<file path="src/design/lts_pkg.sv">
// ----------------------------------------------------------------------------
// lts_pkg
// Shared types, token codes, keyword tables and character classes for the
// lexical token scanner.
// ----------------------------------------------------------------------------
package lts_pkg;

   localparam int NUM_KW     = 8;
   localparam int KW_MAXLEN  = 7;
   localparam int FIFO_DEPTH = 4;
   localparam int PTR_W      = 2;
   localparam int CNT_W      = 3;

   localparam logic [1:0] KIND_OPER    = 2'd0;
   localparam logic [1:0] KIND_KEYWORD = 2'd1;
   localparam logic [1:0] KIND_IDENT   = 2'd2;
   localparam logic [1:0] KIND_NUMBER  = 2'd3;

   localparam logic [7:0] CHAR_NUL = 8'h00;

   // int float if else while for return include
   localparam logic [7:0] KW_TEXT [0:NUM_KW-1][0:KW_MAXLEN-1] = '{
      '{"i", "n", "t", CHAR_NUL, CHAR_NUL, CHAR_NUL, CHAR_NUL},
      '{"f", "l", "o", "a", "t", CHAR_NUL, CHAR_NUL},
      '{"i", "f", CHAR_NUL, CHAR_NUL, CHAR_NUL, CHAR_NUL, CHAR_NUL},
      '{"e", "l", "s", "e", CHAR_NUL, CHAR_NUL, CHAR_NUL},
      '{"w", "h", "i", "l", "e", CHAR_NUL, CHAR_NUL},
      '{"f", "o", "r", CHAR_NUL, CHAR_NUL, CHAR_NUL, CHAR_NUL},
      '{"r", "e", "t", "u", "r", "n", CHAR_NUL},
      '{"i", "n", "c", "l", "u", "d", "e"}
   };

   localparam logic [2:0] KW_LEN [0:NUM_KW-1] = '{
      3'd3, 3'd5, 3'd2, 3'd4, 3'd5, 3'd3, 3'd6, 3'd7
   };

   typedef struct packed {
      logic [1:0]  token_kind;
      logic [31:0] start_position;
      logic [7:0]  token_length;
      logic        length_saturated;
      logic [2:0]  keyword_index;
      logic [7:0]  operator_char;
      logic        last_of_run;
   } result_type;

   function automatic logic is_letter(input logic [7:0] c);
      return (c inside {["a":"z"], ["A":"Z"]});
   endfunction

   function automatic logic is_digit(input logic [7:0] c);
      return (c inside {["0":"9"]});
   endfunction

   function automatic logic is_space(input logic [7:0] c);
      return (c inside {" ", 8'h09, 8'h0A});
   endfunction

   function automatic logic is_oper(input logic [7:0] c);
      return (c inside {"+", "-", "*", "/", "=", "<", ">"});
   endfunction

   // keyword k still matches with character c at position pos
   function automatic logic kw_char_ok(input logic [2:0] k, input logic [2:0] pos,
                                       input logic [7:0] c);
      return (pos < KW_LEN[k]) && (KW_TEXT[k][pos] == c);
   endfunction

endpackage

</file>
<file path="src/design/lts_scan_core.sv">
// ----------------------------------------------------------------------------
// lts_scan_core
// Scanner state and per-byte classification; produces up to two results for
// each request it is fired with.
// ----------------------------------------------------------------------------
module lts_scan_core
   import lts_pkg::*;
#(
   parameter int MAX_TOKEN_LENGTH = 255
) (
   input  logic       clock,
   input  logic       reset,
   input  logic       fire,
   input  logic [7:0] data_byte,
   input  logic       end_of_stream,
   output result_type res_a,
   output result_type res_b,
   output logic [1:0] res_count
);

   localparam int LEN_W = $clog2(MAX_TOKEN_LENGTH + 1);
   localparam int WID_W = LEN_W + 8;

   localparam logic [1:0] MODE_IDLE = 2'd0;
   localparam logic [1:0] MODE_WORD = 2'd1;
   localparam logic [1:0] MODE_NUM  = 2'd2;

   logic [1:0]       mode_ff, mode_in;
   logic [LEN_W-1:0] len_ff, len_in;
   logic             ovf_ff, ovf_in;
   logic [7:0]       mask_ff, mask_in;
   logic [31:0]      start_ff, start_in;
   logic [31:0]      pos_ff, pos_in;

   logic [1:0]       mode_eff;
   logic [WID_W-1:0] len_wide;
   logic [7:0]       ext_mask;
   logic [7:0]       first_mask;
   logic             tok_valid;
   logic             op_valid;
   result_type       tok;
   result_type       op;
   logic             word_char;

   always_comb begin
      mode_eff = (mode_ff == MODE_WORD || mode_ff == MODE_NUM) ? mode_ff : MODE_IDLE;
      len_wide = WID_W'(len_ff);
      word_char = is_letter(data_byte) || is_digit(data_byte) || (data_byte == "_");

      for (int k = 0; k < NUM_KW; k++) begin
         ext_mask[k] = mask_ff[k] && (len_wide < WID_W'(KW_MAXLEN + 1)) &&
                       kw_char_ok(3'(k), len_wide[2:0], data_byte);
         first_mask[k] = kw_char_ok(3'(k), 3'd0, data_byte);
      end

      tok = '0;
      tok.token_kind = (mode_eff == MODE_NUM) ? KIND_NUMBER : KIND_IDENT;
      tok.start_position = start_ff;
      tok.token_length = len_wide[7:0];
      tok.length_saturated = ovf_ff;
      if (mode_eff == MODE_WORD && !ovf_ff) begin
         for (int k = NUM_KW - 1; k >= 0; k--) begin
            if (mask_ff[k] && len_wide == WID_W'(KW_LEN[k])) begin
               tok.token_kind = KIND_KEYWORD;
               tok.keyword_index = 3'(k);
            end
         end
      end

      op = '0;
      op.token_kind = KIND_OPER;
      op.start_position = pos_ff;
      op.token_length = 8'd1;
      op.operator_char = data_byte;
      op.last_of_run = 1'b1;

      mode_in = mode_eff;
      len_in = len_ff;
      ovf_in = ovf_ff;
      mask_in = mask_ff;
      start_in = start_ff;
      pos_in = pos_ff;
      tok_valid = 1'b0;
      op_valid = 1'b0;

      if (fire) begin
         if (end_of_stream) begin
            tok_valid = (mode_eff != MODE_IDLE);
            mode_in = MODE_IDLE;
            len_in = '0;
            ovf_in = 1'b0;
            mask_in = 8'hFF;
            pos_in = '0;
         end else if ((mode_eff == MODE_WORD && word_char) ||
                      (mode_eff == MODE_NUM && is_digit(data_byte))) begin
            if (mode_eff == MODE_WORD) begin
               mask_in = ext_mask;
            end
            if (len_ff >= LEN_W'(MAX_TOKEN_LENGTH)) begin
               ovf_in = 1'b1;
            end else begin
               len_in = len_ff + LEN_W'(1);
            end
            pos_in = pos_ff + 32'd1;
         end else begin
            tok_valid = (mode_eff != MODE_IDLE);
            mode_in = MODE_IDLE;
            len_in = '0;
            ovf_in = 1'b0;
            mask_in = 8'hFF;
            if (is_oper(data_byte)) begin
               op_valid = 1'b1;
            end else if (is_letter(data_byte) || is_digit(data_byte)) begin
               mode_in = is_letter(data_byte) ? MODE_WORD : MODE_NUM;
               start_in = pos_ff;
               len_in = LEN_W'(1);
               mask_in = is_letter(data_byte) ? first_mask : 8'hFF;
            end
            pos_in = pos_ff + 32'd1;
         end
      end

      tok.last_of_run = !op_valid;
      res_a = tok_valid ? tok : op;
      res_b = op;
      res_count = {1'b0, tok_valid} + {1'b0, op_valid};
   end

   always_ff @(posedge clock) begin
      if (reset) begin
         mode_ff <= MODE_IDLE;
         len_ff <= '0;
         ovf_ff <= 1'b0;
         mask_ff <= 8'hFF;
         start_ff <= '0;
         pos_ff <= '0;
      end else begin
         mode_ff <= mode_in;
         len_ff <= len_in;
         ovf_ff <= ovf_in;
         mask_ff <= mask_in;
         start_ff <= start_in;
         pos_ff <= pos_in;
      end
   end

endmodule

</file>
<file path="src/design/lts_result_fifo.sv">
// ----------------------------------------------------------------------------
// lts_result_fifo
// Four-entry result queue; up to two in per cycle, one out unless rsp_stall.
// ----------------------------------------------------------------------------
module lts_result_fifo
   import lts_pkg::*;
(
   input  logic       clock,
   input  logic       reset,
   input  result_type push_a,
   input  result_type push_b,
   input  logic [1:0] push_count,
   output logic       room,
   output logic       rsp_valid,
   input  logic       rsp_stall,
   output result_type rsp_data
);

   result_type       entry_ff [0:FIFO_DEPTH-1];
   logic [PTR_W-1:0] wr_ptr_ff, wr_ptr_in;
   logic [PTR_W-1:0] rd_ptr_ff, rd_ptr_in;
   logic [CNT_W-1:0] count_ff, count_in;
   logic             pop;
   logic [PTR_W-1:0] wr_ptr_next;

   always_comb begin
      room = (count_ff <= CNT_W'(FIFO_DEPTH - 2));
      rsp_valid = (count_ff != '0);
      rsp_data = entry_ff[rd_ptr_ff];
      pop = rsp_valid && !rsp_stall;
      wr_ptr_next = wr_ptr_ff + PTR_W'(1);
      wr_ptr_in = wr_ptr_ff + PTR_W'(push_count);
      rd_ptr_in = rd_ptr_ff + PTR_W'(pop);
      count_in = count_ff + CNT_W'(push_count) - CNT_W'(pop);
   end

   always_ff @(posedge clock) begin
      if (push_count != 2'd0) begin
         entry_ff[wr_ptr_ff] <= push_a;
      end
      if (push_count == 2'd2) begin
         entry_ff[wr_ptr_next] <= push_b;
      end
   end

   always_ff @(posedge clock) begin
      if (reset) begin
         wr_ptr_ff <= '0;
         rd_ptr_ff <= '0;
         count_ff <= '0;
      end else begin
         wr_ptr_ff <= wr_ptr_in;
         rd_ptr_ff <= rd_ptr_in;
         count_ff <= count_in;
      end
   end

endmodule

</file>
<file path="src/design/lexical_token_scanner.sv">
// ----------------------------------------------------------------------------
// lexical_token_scanner
// Streaming tokenizer: operators, keywords, identifiers and numbers.
//
//   channel  ports                                   direction
//   req      req_valid / req_stall, byte + eos       in, one request per byte
//   rsp      rsp_valid / rsp_stall, token fields     out, 0..2 per request
//
// One request per cycle is taken while req_stall is low; it is held in the
// input register, and its results pass through the four-entry result queue
// to rsp. The input register stalls when fewer than two queue entries are
// free, which only happens after the sink has held results back.
// Synchronous reset clears scanner state, position and the queue.
// ----------------------------------------------------------------------------
module lexical_token_scanner
   import lts_pkg::*;
#(
   parameter int MAX_TOKEN_LENGTH = 255
) (
   input  logic        clock,
   input  logic        reset,
   input  logic        req_valid,
   output logic        req_stall,
   input  logic [7:0]  req_data_byte,
   input  logic        req_end_of_stream,
   output logic        rsp_valid,
   input  logic        rsp_stall,
   output logic [1:0]  rsp_token_kind,
   output logic [31:0] rsp_start_position,
   output logic [7:0]  rsp_token_length,
   output logic        rsp_length_saturated,
   output logic [2:0]  rsp_keyword_index,
   output logic [7:0]  rsp_operator_char,
   output logic        rsp_last_of_run
);

   logic       in_valid_ff, in_valid_in;
   logic [7:0] in_byte_ff;
   logic       in_eos_ff;
   logic       take;
   logic       fire;
   logic       room;
   result_type res_a;
   result_type res_b;
   logic [1:0] res_count;
   result_type rsp_data;

   assign fire = in_valid_ff && room;
   assign req_stall = in_valid_ff && !room;
   assign take = req_valid && !req_stall;
   assign in_valid_in = take || (in_valid_ff && !fire);

   always_ff @(posedge clock) begin
      if (reset) begin
         in_valid_ff <= 1'b0;
      end else begin
         in_valid_ff <= in_valid_in;
      end
   end

   always_ff @(posedge clock) begin
      if (take) begin
         in_byte_ff <= req_data_byte;
         in_eos_ff <= req_end_of_stream;
      end
   end

   lts_scan_core #(
      .MAX_TOKEN_LENGTH(MAX_TOKEN_LENGTH)
   ) u_core (
      .clock(clock),
      .reset(reset),
      .fire(fire),
      .data_byte(in_byte_ff),
      .end_of_stream(in_eos_ff),
      .res_a(res_a),
      .res_b(res_b),
      .res_count(res_count)
   );

   lts_result_fifo u_fifo (
      .clock(clock),
      .reset(reset),
      .push_a(res_a),
      .push_b(res_b),
      .push_count(res_count),
      .room(room),
      .rsp_valid(rsp_valid),
      .rsp_stall(rsp_stall),
      .rsp_data(rsp_data)
   );

   assign rsp_token_kind = rsp_data.token_kind;
   assign rsp_start_position = rsp_data.start_position;
   assign rsp_token_length = rsp_data.token_length;
   assign rsp_length_saturated = rsp_data.length_saturated;
   assign rsp_keyword_index = rsp_data.keyword_index;
   assign rsp_operator_char = rsp_data.operator_char;
   assign rsp_last_of_run = rsp_data.last_of_run;

endmodule
</file>
<file path="config.mk">
export PLATFORM = sky130hd
export DESIGN_NAME = lexical_token_scanner
export DESIGN_NICKNAME = d
export VERILOG_FILES = /design/src/design/lts_pkg.sv /design/src/design/lts_scan_core.sv /design/src/design/lts_result_fifo.sv /design/src/design/lexical_token_scanner.sv
export SDC_FILE = /design/constraint.sdc
export NUM_CORES = 1
export LEC_CHECK = 0
export ABC_AREA = 1
export BUFFER_PORTS_ARGS = -buffer_cell sky130_fd_sc_hd__buf_2
export CAP_MARGIN = 15
export CELL_PAD_IN_SITES_DETAIL_PLACEMENT = 1
export CELL_PAD_IN_SITES_GLOBAL_PLACEMENT = 2
export CORE_ASPECT_RATIO = 1.5
export CORE_UTILIZATION = 33
export DETAILED_ROUTE_END_ITERATION = 10
export PLACE_DENSITY_LB_ADDON = 0.05
export SLEW_MARGIN = 20
export SYNTH_ARGS = -nofsm -noshare
export SYNTH_HDL_FRONTEND = slang
export SYNTH_SLANG_ARGS = --single-unit
</file>
<file path="constraint.sdc">
create_clock -name clock -period 3.8 [get_ports clock]
set_clock_uncertainty 0.15 [all_clocks]
set_input_delay 0.76 -clock clock [delete_from_list [all_inputs] [get_ports clock]]
set_output_delay 0.76 -clock clock [all_outputs]
set_load 0.01 [all_outputs]
</file>
---- Word-level counts from Yosys, hierarchy flattened ----
Memories as Yosys holds them, arrays and structs flattened. A register that Yosys moved wholly into a read port is not among the register bits.
Index checks and enable logic that the tools add are counted.
operators by class
  add/subtract/negate cells ............... 8
  $mul .................................... 0
  div/mod/pow operators ................... 0
  order comparisons ....................... 16
  equal/unequal tests ..................... 35
  shift-type cells ........................ 0
  mux-type cells .......................... 70
  bitwise operators ....................... 4
  reductions and logical operators ........ 63
operators with widths
  operator               count
  $mux 8                 26
  $eq 8x8->1             8
  $eq 8x6->1 const B     7
  $mux 55                1
  $logic_and 1x1->1      43
  $eq 7x8->1 const A     5
  $mux 2                 17
  $add 32x1->32 const B  1
  $eq 8x3->1 const B     4
  $mux 32                1
  $mux 3                 9
  $eq 8x2->1 const B     2
  $ge 8x7->1 const B     2
  $le 8x7->1 const B     2
  $mux 1                 16
  $lt 3x3->1 const B     4
  $add 8x1->8 const B    1
  $eq 8x7->1 const B     1
  $ge 8x6->1 const B     1
  $ge 8x8->1 const B     1
  $le 8x6->1 const B     1
  $lt 8x4->1 const B     1
  $reduce_bool 7->1      1
  $eq 2x2->1 const B     3
  20 further kinds       38
storage, ports and cells
  flip-flop bits (word level) ............. 100
  bits in latches ......................... 0
  memory bits (writable) .................. 220
  bits in read-only memories .............. 512
  input port bits ......................... 13
  output and inout port bits .............. 57
  logic and storage cells ................. 217
  memories ................................ 9
memories
  memory           words  bits a word  read ports  clocked after memory_dff  wr ports  RTL line               RTL
  u_fifo.entry_ff  4      55           1           1                         2         lts_result_fifo.sv:19  result_type entry_ff [0:FIFO_DEPTH-1];
  (no name shown)  8      8            1           0                         0         lts_pkg.sv:66          return (pos < KW_LEN[k]) && (KW_TEXT[k][pos] == c);
  (no name shown)  8      8            1           0                         0         lts_pkg.sv:66
  (no name shown)  8      8            1           0                         0         lts_pkg.sv:66
  (no name shown)  8      8            1           0                         0         lts_pkg.sv:66
  (no name shown)  8      8            1           0                         0         lts_pkg.sv:66
  +3 memories      n/a    n/a          n/a         n/a                       n/a       n/a

---- Logic depth before layout (Yosys ltp) ----
  depth after elaboration ................. 15
  mapped depth ............................ 21
  mapped depth without buffers ............ 18

---- Hierarchy ----
From an unflattened synthesis, not the netlist that was laid out.
second synthesis, totals
  cell total of the unflattened synthesis .. 2179
  area, all modules ....................... 17814.6 sq um
modules (own cells, without submodules)
  module                 times used  cells each  area an instance (sq um)  seq. area each (sq um)
  lts_result_fifo        1           1141        11260.8                   6746.5
  lts_scan_core          1           1020        6227.2                    1661.6
  lexical_token_scanner  1           18          326.6                     290.3

---- Least setup slack after synthesis ----
Ideal clock, no wire load.
  path kind ............................... register to register
  start point ............................. register in_byte_ff[2]
  end point ............................... memory u_fifo.entry_ff[0][53] in the netlist's numbering
  setup time .............................. 114 ps
  arrival ................................. 3645 ps
  required time ........................... 3536 ps
  slack ................................... -109 ps
  stages on the path, launching flop included .. 21
  buffers on the path ..................... 3
  period minus slack after synthesis ...... 3909 ps
  path through ............................ edfxtp_1 -> buf_2 -> nor2_1 -> nand3_1 -> nand3_1 -> nand3_1 -> nand2_2 -> nand2_2 -> nand2_4 -> nand2_4 -> inv_2 -> buf_4 -> ha_1 -> inv_1 -> nor3_1 -> inv_1 -> nand2_1 -> inv_1 -> clkbuf_1 -> nand2_1 -> nand2_1
RTL lines
  element                 RTL line                     RTL
  start, declared         lexical_token_scanner.sv:38  logic [7:0] in_byte_ff;
  start signal, assigned  lexical_token_scanner.sv:63  in_byte_ff <= req_data_byte;
  end, declared           lts_result_fifo.sv:19

==> key figures <==
Synth
  • Yosys top cell area share: roughly 30%
  • Number of synthesized register bits: 320
  • Count of cell types in the netlist: between 40 and 50
  • Synth top cells by count: 682 x nand2_1, 290 x nor2_1, 219 x nand3_1, 178 x o21ai_0, 169 x edfxtp_1
  • Most common cell in the netlist: nand2_1
  • Register area share after synthesis: a little under half
  • Synth async-reset ratio: 0%
  • Syn avg cell area: 7.37 sq um
  • Synth warnings: 0
  • Post-Syn Instances: about 2300
  • Synth area leader: edfxtp_1
  • Top post-synthesis cells by area: edfxtp_1 30%, dfxtp_1 18%, nand2_1 15%, nand3_1 6.5%, nor2_1 6.5%
  • Top FF cell, synth: edfxtp_1
  • Syn nets: 2326
  • Synth Cell Area: ~17000 sq um
  • EDFF count, synth: about 170

Clock network
  • CTS H-tree depth: 2
  • Clock Path Buffers: 3
  • Post-CTS setup buffers: 0
  • Clk Latency, worst-skew pair: ~0.56 ns
  • Num CTS Buffers: 38
  • Worst-path clk slew: 0.06 ns
  • CTS tree: built
  • CTS Sinks: 320
  • Root buffer cell: clkbuf_16

Placement
  • Port Buffers: 69
  • Dpl hpwl: roughly 42000 microns
  • Placer Congestion: approximately 0.87
  • Placed Cells: approximately 3000

Critical path
  • CP Data Required Time: between 2 and 3 ns
  • CP delay by family, top: buffers and inverters
  • Worst path max stage delay: around 0.61 ns
  • Setup crit end kind: output port
  • CP arrival: 2.55 ns
  • Startpoint types: register
  • Crit-path cells: clkinv_2 > buf_4 > o21ai_0 > o22ai_1 > buf_2
  • WP buf/inv: 3
  • CP Class: reg2out
  • Crit path max fanout: 44
  • CP max stage cell: dfxtp_4

Power
  • Power density cells: between 500 and 600 nW/um^2
  • Pleak: 8.25 nW
  • VDD IR max: 360 uV

Run status
  • Outcome: complete, no violations

Global routing
  • First-pass GRT wire length: 100000 microns
  • Initial antenna violation count: 1
  • Number of global-route vias before repair: around 17000
  • Tot GR Track Use: approximately 25%
  • Pin count of the biggest net entering global routing: 80
  • Total gr overflow: 0

Timing
  • RSZ-0062 raised after global routing: false
  • Worst rel slew slack: between 40% and 50%
  • Final setup TNS: 0 ns
  • Post-route minimum period: approximately 3.5 ns
  • Fin. max-slew vios: 0
  • Fmax: 289 MHz
  • Tcrit/Tclk final: about nine tenths
  • Actual slew at the worst max-slew pin: roughly 0.84 ns
  • Final hold vios: 0
  • Fin Hold WS: roughly 0.24 ns
  • Setup violators final: 0

Floorplanning
  • Starting density of the core: around 33%
  • FP Rows: 101
  • DIE HEIGHT: around 280 microns
  • Die width: ~190 microns
  • Die area: roughly 52000 sq um
  • Ports: 70
  • Core box area: just over 50000 sq um

Hold path
  • Worst Hold Class: in2reg

Routing
  • Via count: between 15000 and 20000
  • Final ANT Viol Nets: 0
  • First-pass DRT Iterations: 7
  • Initial DRC count: 890
  • Vias per cell: about 5.2
  • DRC violation count after routing: 0
  • Final WL: 64400 microns
  • Post-DR wirelength/cell: 21.4 microns

Job
  • Max cap viols: 0

Finish
  • Area Overhead vs Synth: 14.7%
  • Antenna diodes: 0
  • Final core occ: between 30% and 40%
  • Fin cells: between 3000 and 4000
  • Share of layout cells above drive strength 1: around a tenth
  • Nets: between 2000 and 2500
stage by stage:
step,area (sq um),power (W),setup slack (ns)
final,19400,0.00972,0.343
after floorplan,16900,0.00507,0.303
after CTS,19300,0.00984,0.211
after detailed placement,18000,0.00597,0.189
after global routing,19400,0.0102,0.0778
after global placement,18000,0.00594,0.287
timing repair:
item	CTS	global route
gates resized for setup	0	1
setup endpoints to repair	0	4
hold buffers	0	0
hold endpoints to repair	0	0
kinds of logic (layout without fill, tap and decap cells):
family	count (synthesis)	count (layout)	share of synthesized area, %
AOI/OAI and AO/OA	332	332	10.5
xor gates and xnor gates	17	17	0.882
adders and majority gates	22	22	1.68
buffers and inverters	316	366	7.30
DFF	320	320	48.0
and+or+nand+nor	1284	1284	31.7
final timing paths:
check	from	endpoint	slack, ns	cells past startpoint
setup / recovery	u_fifo.rd_ptr_ff[0]	rsp_start_position[23]	0.34	5
setup reg to reg	in_byte_ff[1]	u_fifo.entry_ff[1][9]	0.37	13
hold / removal	req_data_byte[0]	in_byte_ff[0]	0.24	1
hold reg to reg	u_fifo.entry_ff[2][12]	u_fifo.entry_ff[2][12]	0.30	2
cells in the final DEF, fill, tap and decap left out, types with 8 or more instances in the layout:
master,Yosys,routed
buf_4,2,48
dfxtp_1,151,149
inv_1,161,158
a21oi_1,51,51
nand3_1,219,219
xor2_1,15,15
ha_1,21,21
clkinv_1,4,13
nand4_1,28,28
edfxtp_1,169,169
nor3_1,31,26
o21ai_1,33,33
nor2_4,7,10
nor2_1,290,288
nand2_1,682,678
o22ai_1,56,56
o21ai_0,178,178
clkbuf_16,0,40
buf_12,0,8
buf_2,23,69
clkinv_2,0,10
flip-flops by register name, summed over array words and instances, names as in the netlist:
name              cells
u_fifo.entry_ff     220
u_core.pos_ff        32
u_core.start_ff      32
in_byte_ff            8
u_core.len_ff         8
u_core.mask_ff        8
u_fifo.count_ff       3
u_core.mode_ff        2
u_fifo.rd_ptr_ff      2
u_fifo.wr_ptr_ff      2
in_eos_ff             1
in_valid_ff           1
u_core.ovf_ff         1
power breakdown:
part           switching (W)  internal, W  total (W)
registers           0.000133      0.00370    0.00383
clock network        0.00158      0.00228    0.00386
logic                0.00140     0.000625    0.00203
total                0.00312      0.00661    0.00972
layout make-up:
| class | instances | area, sq um |
|---|---|---|
| inverter | 171 | 643 |
| tap | 669 | 837 |
| sequential | 320 | 8100 |
| fill | 6249 | 31200 |
| clock buffer | 43 | 1020 |
| clock inverter | 27 | 275 |
| multi-input combinational | 1655 | 7600 |
| timing repair buffer | 125 | 866 |
metal layers:
metal / GRT usage (%) / up-vias / share of wire (%)
li1: - / 7564 / -
met1: 31.1 / 7832 / 44
met2: 45.2 / 273 / 51
met3: 2.78 / 86 / 3.2
met4: 6.52 / 0 / 2.0
met5: 0 / - / 0
No activity file was read; power rests on OpenSTA's default activity.
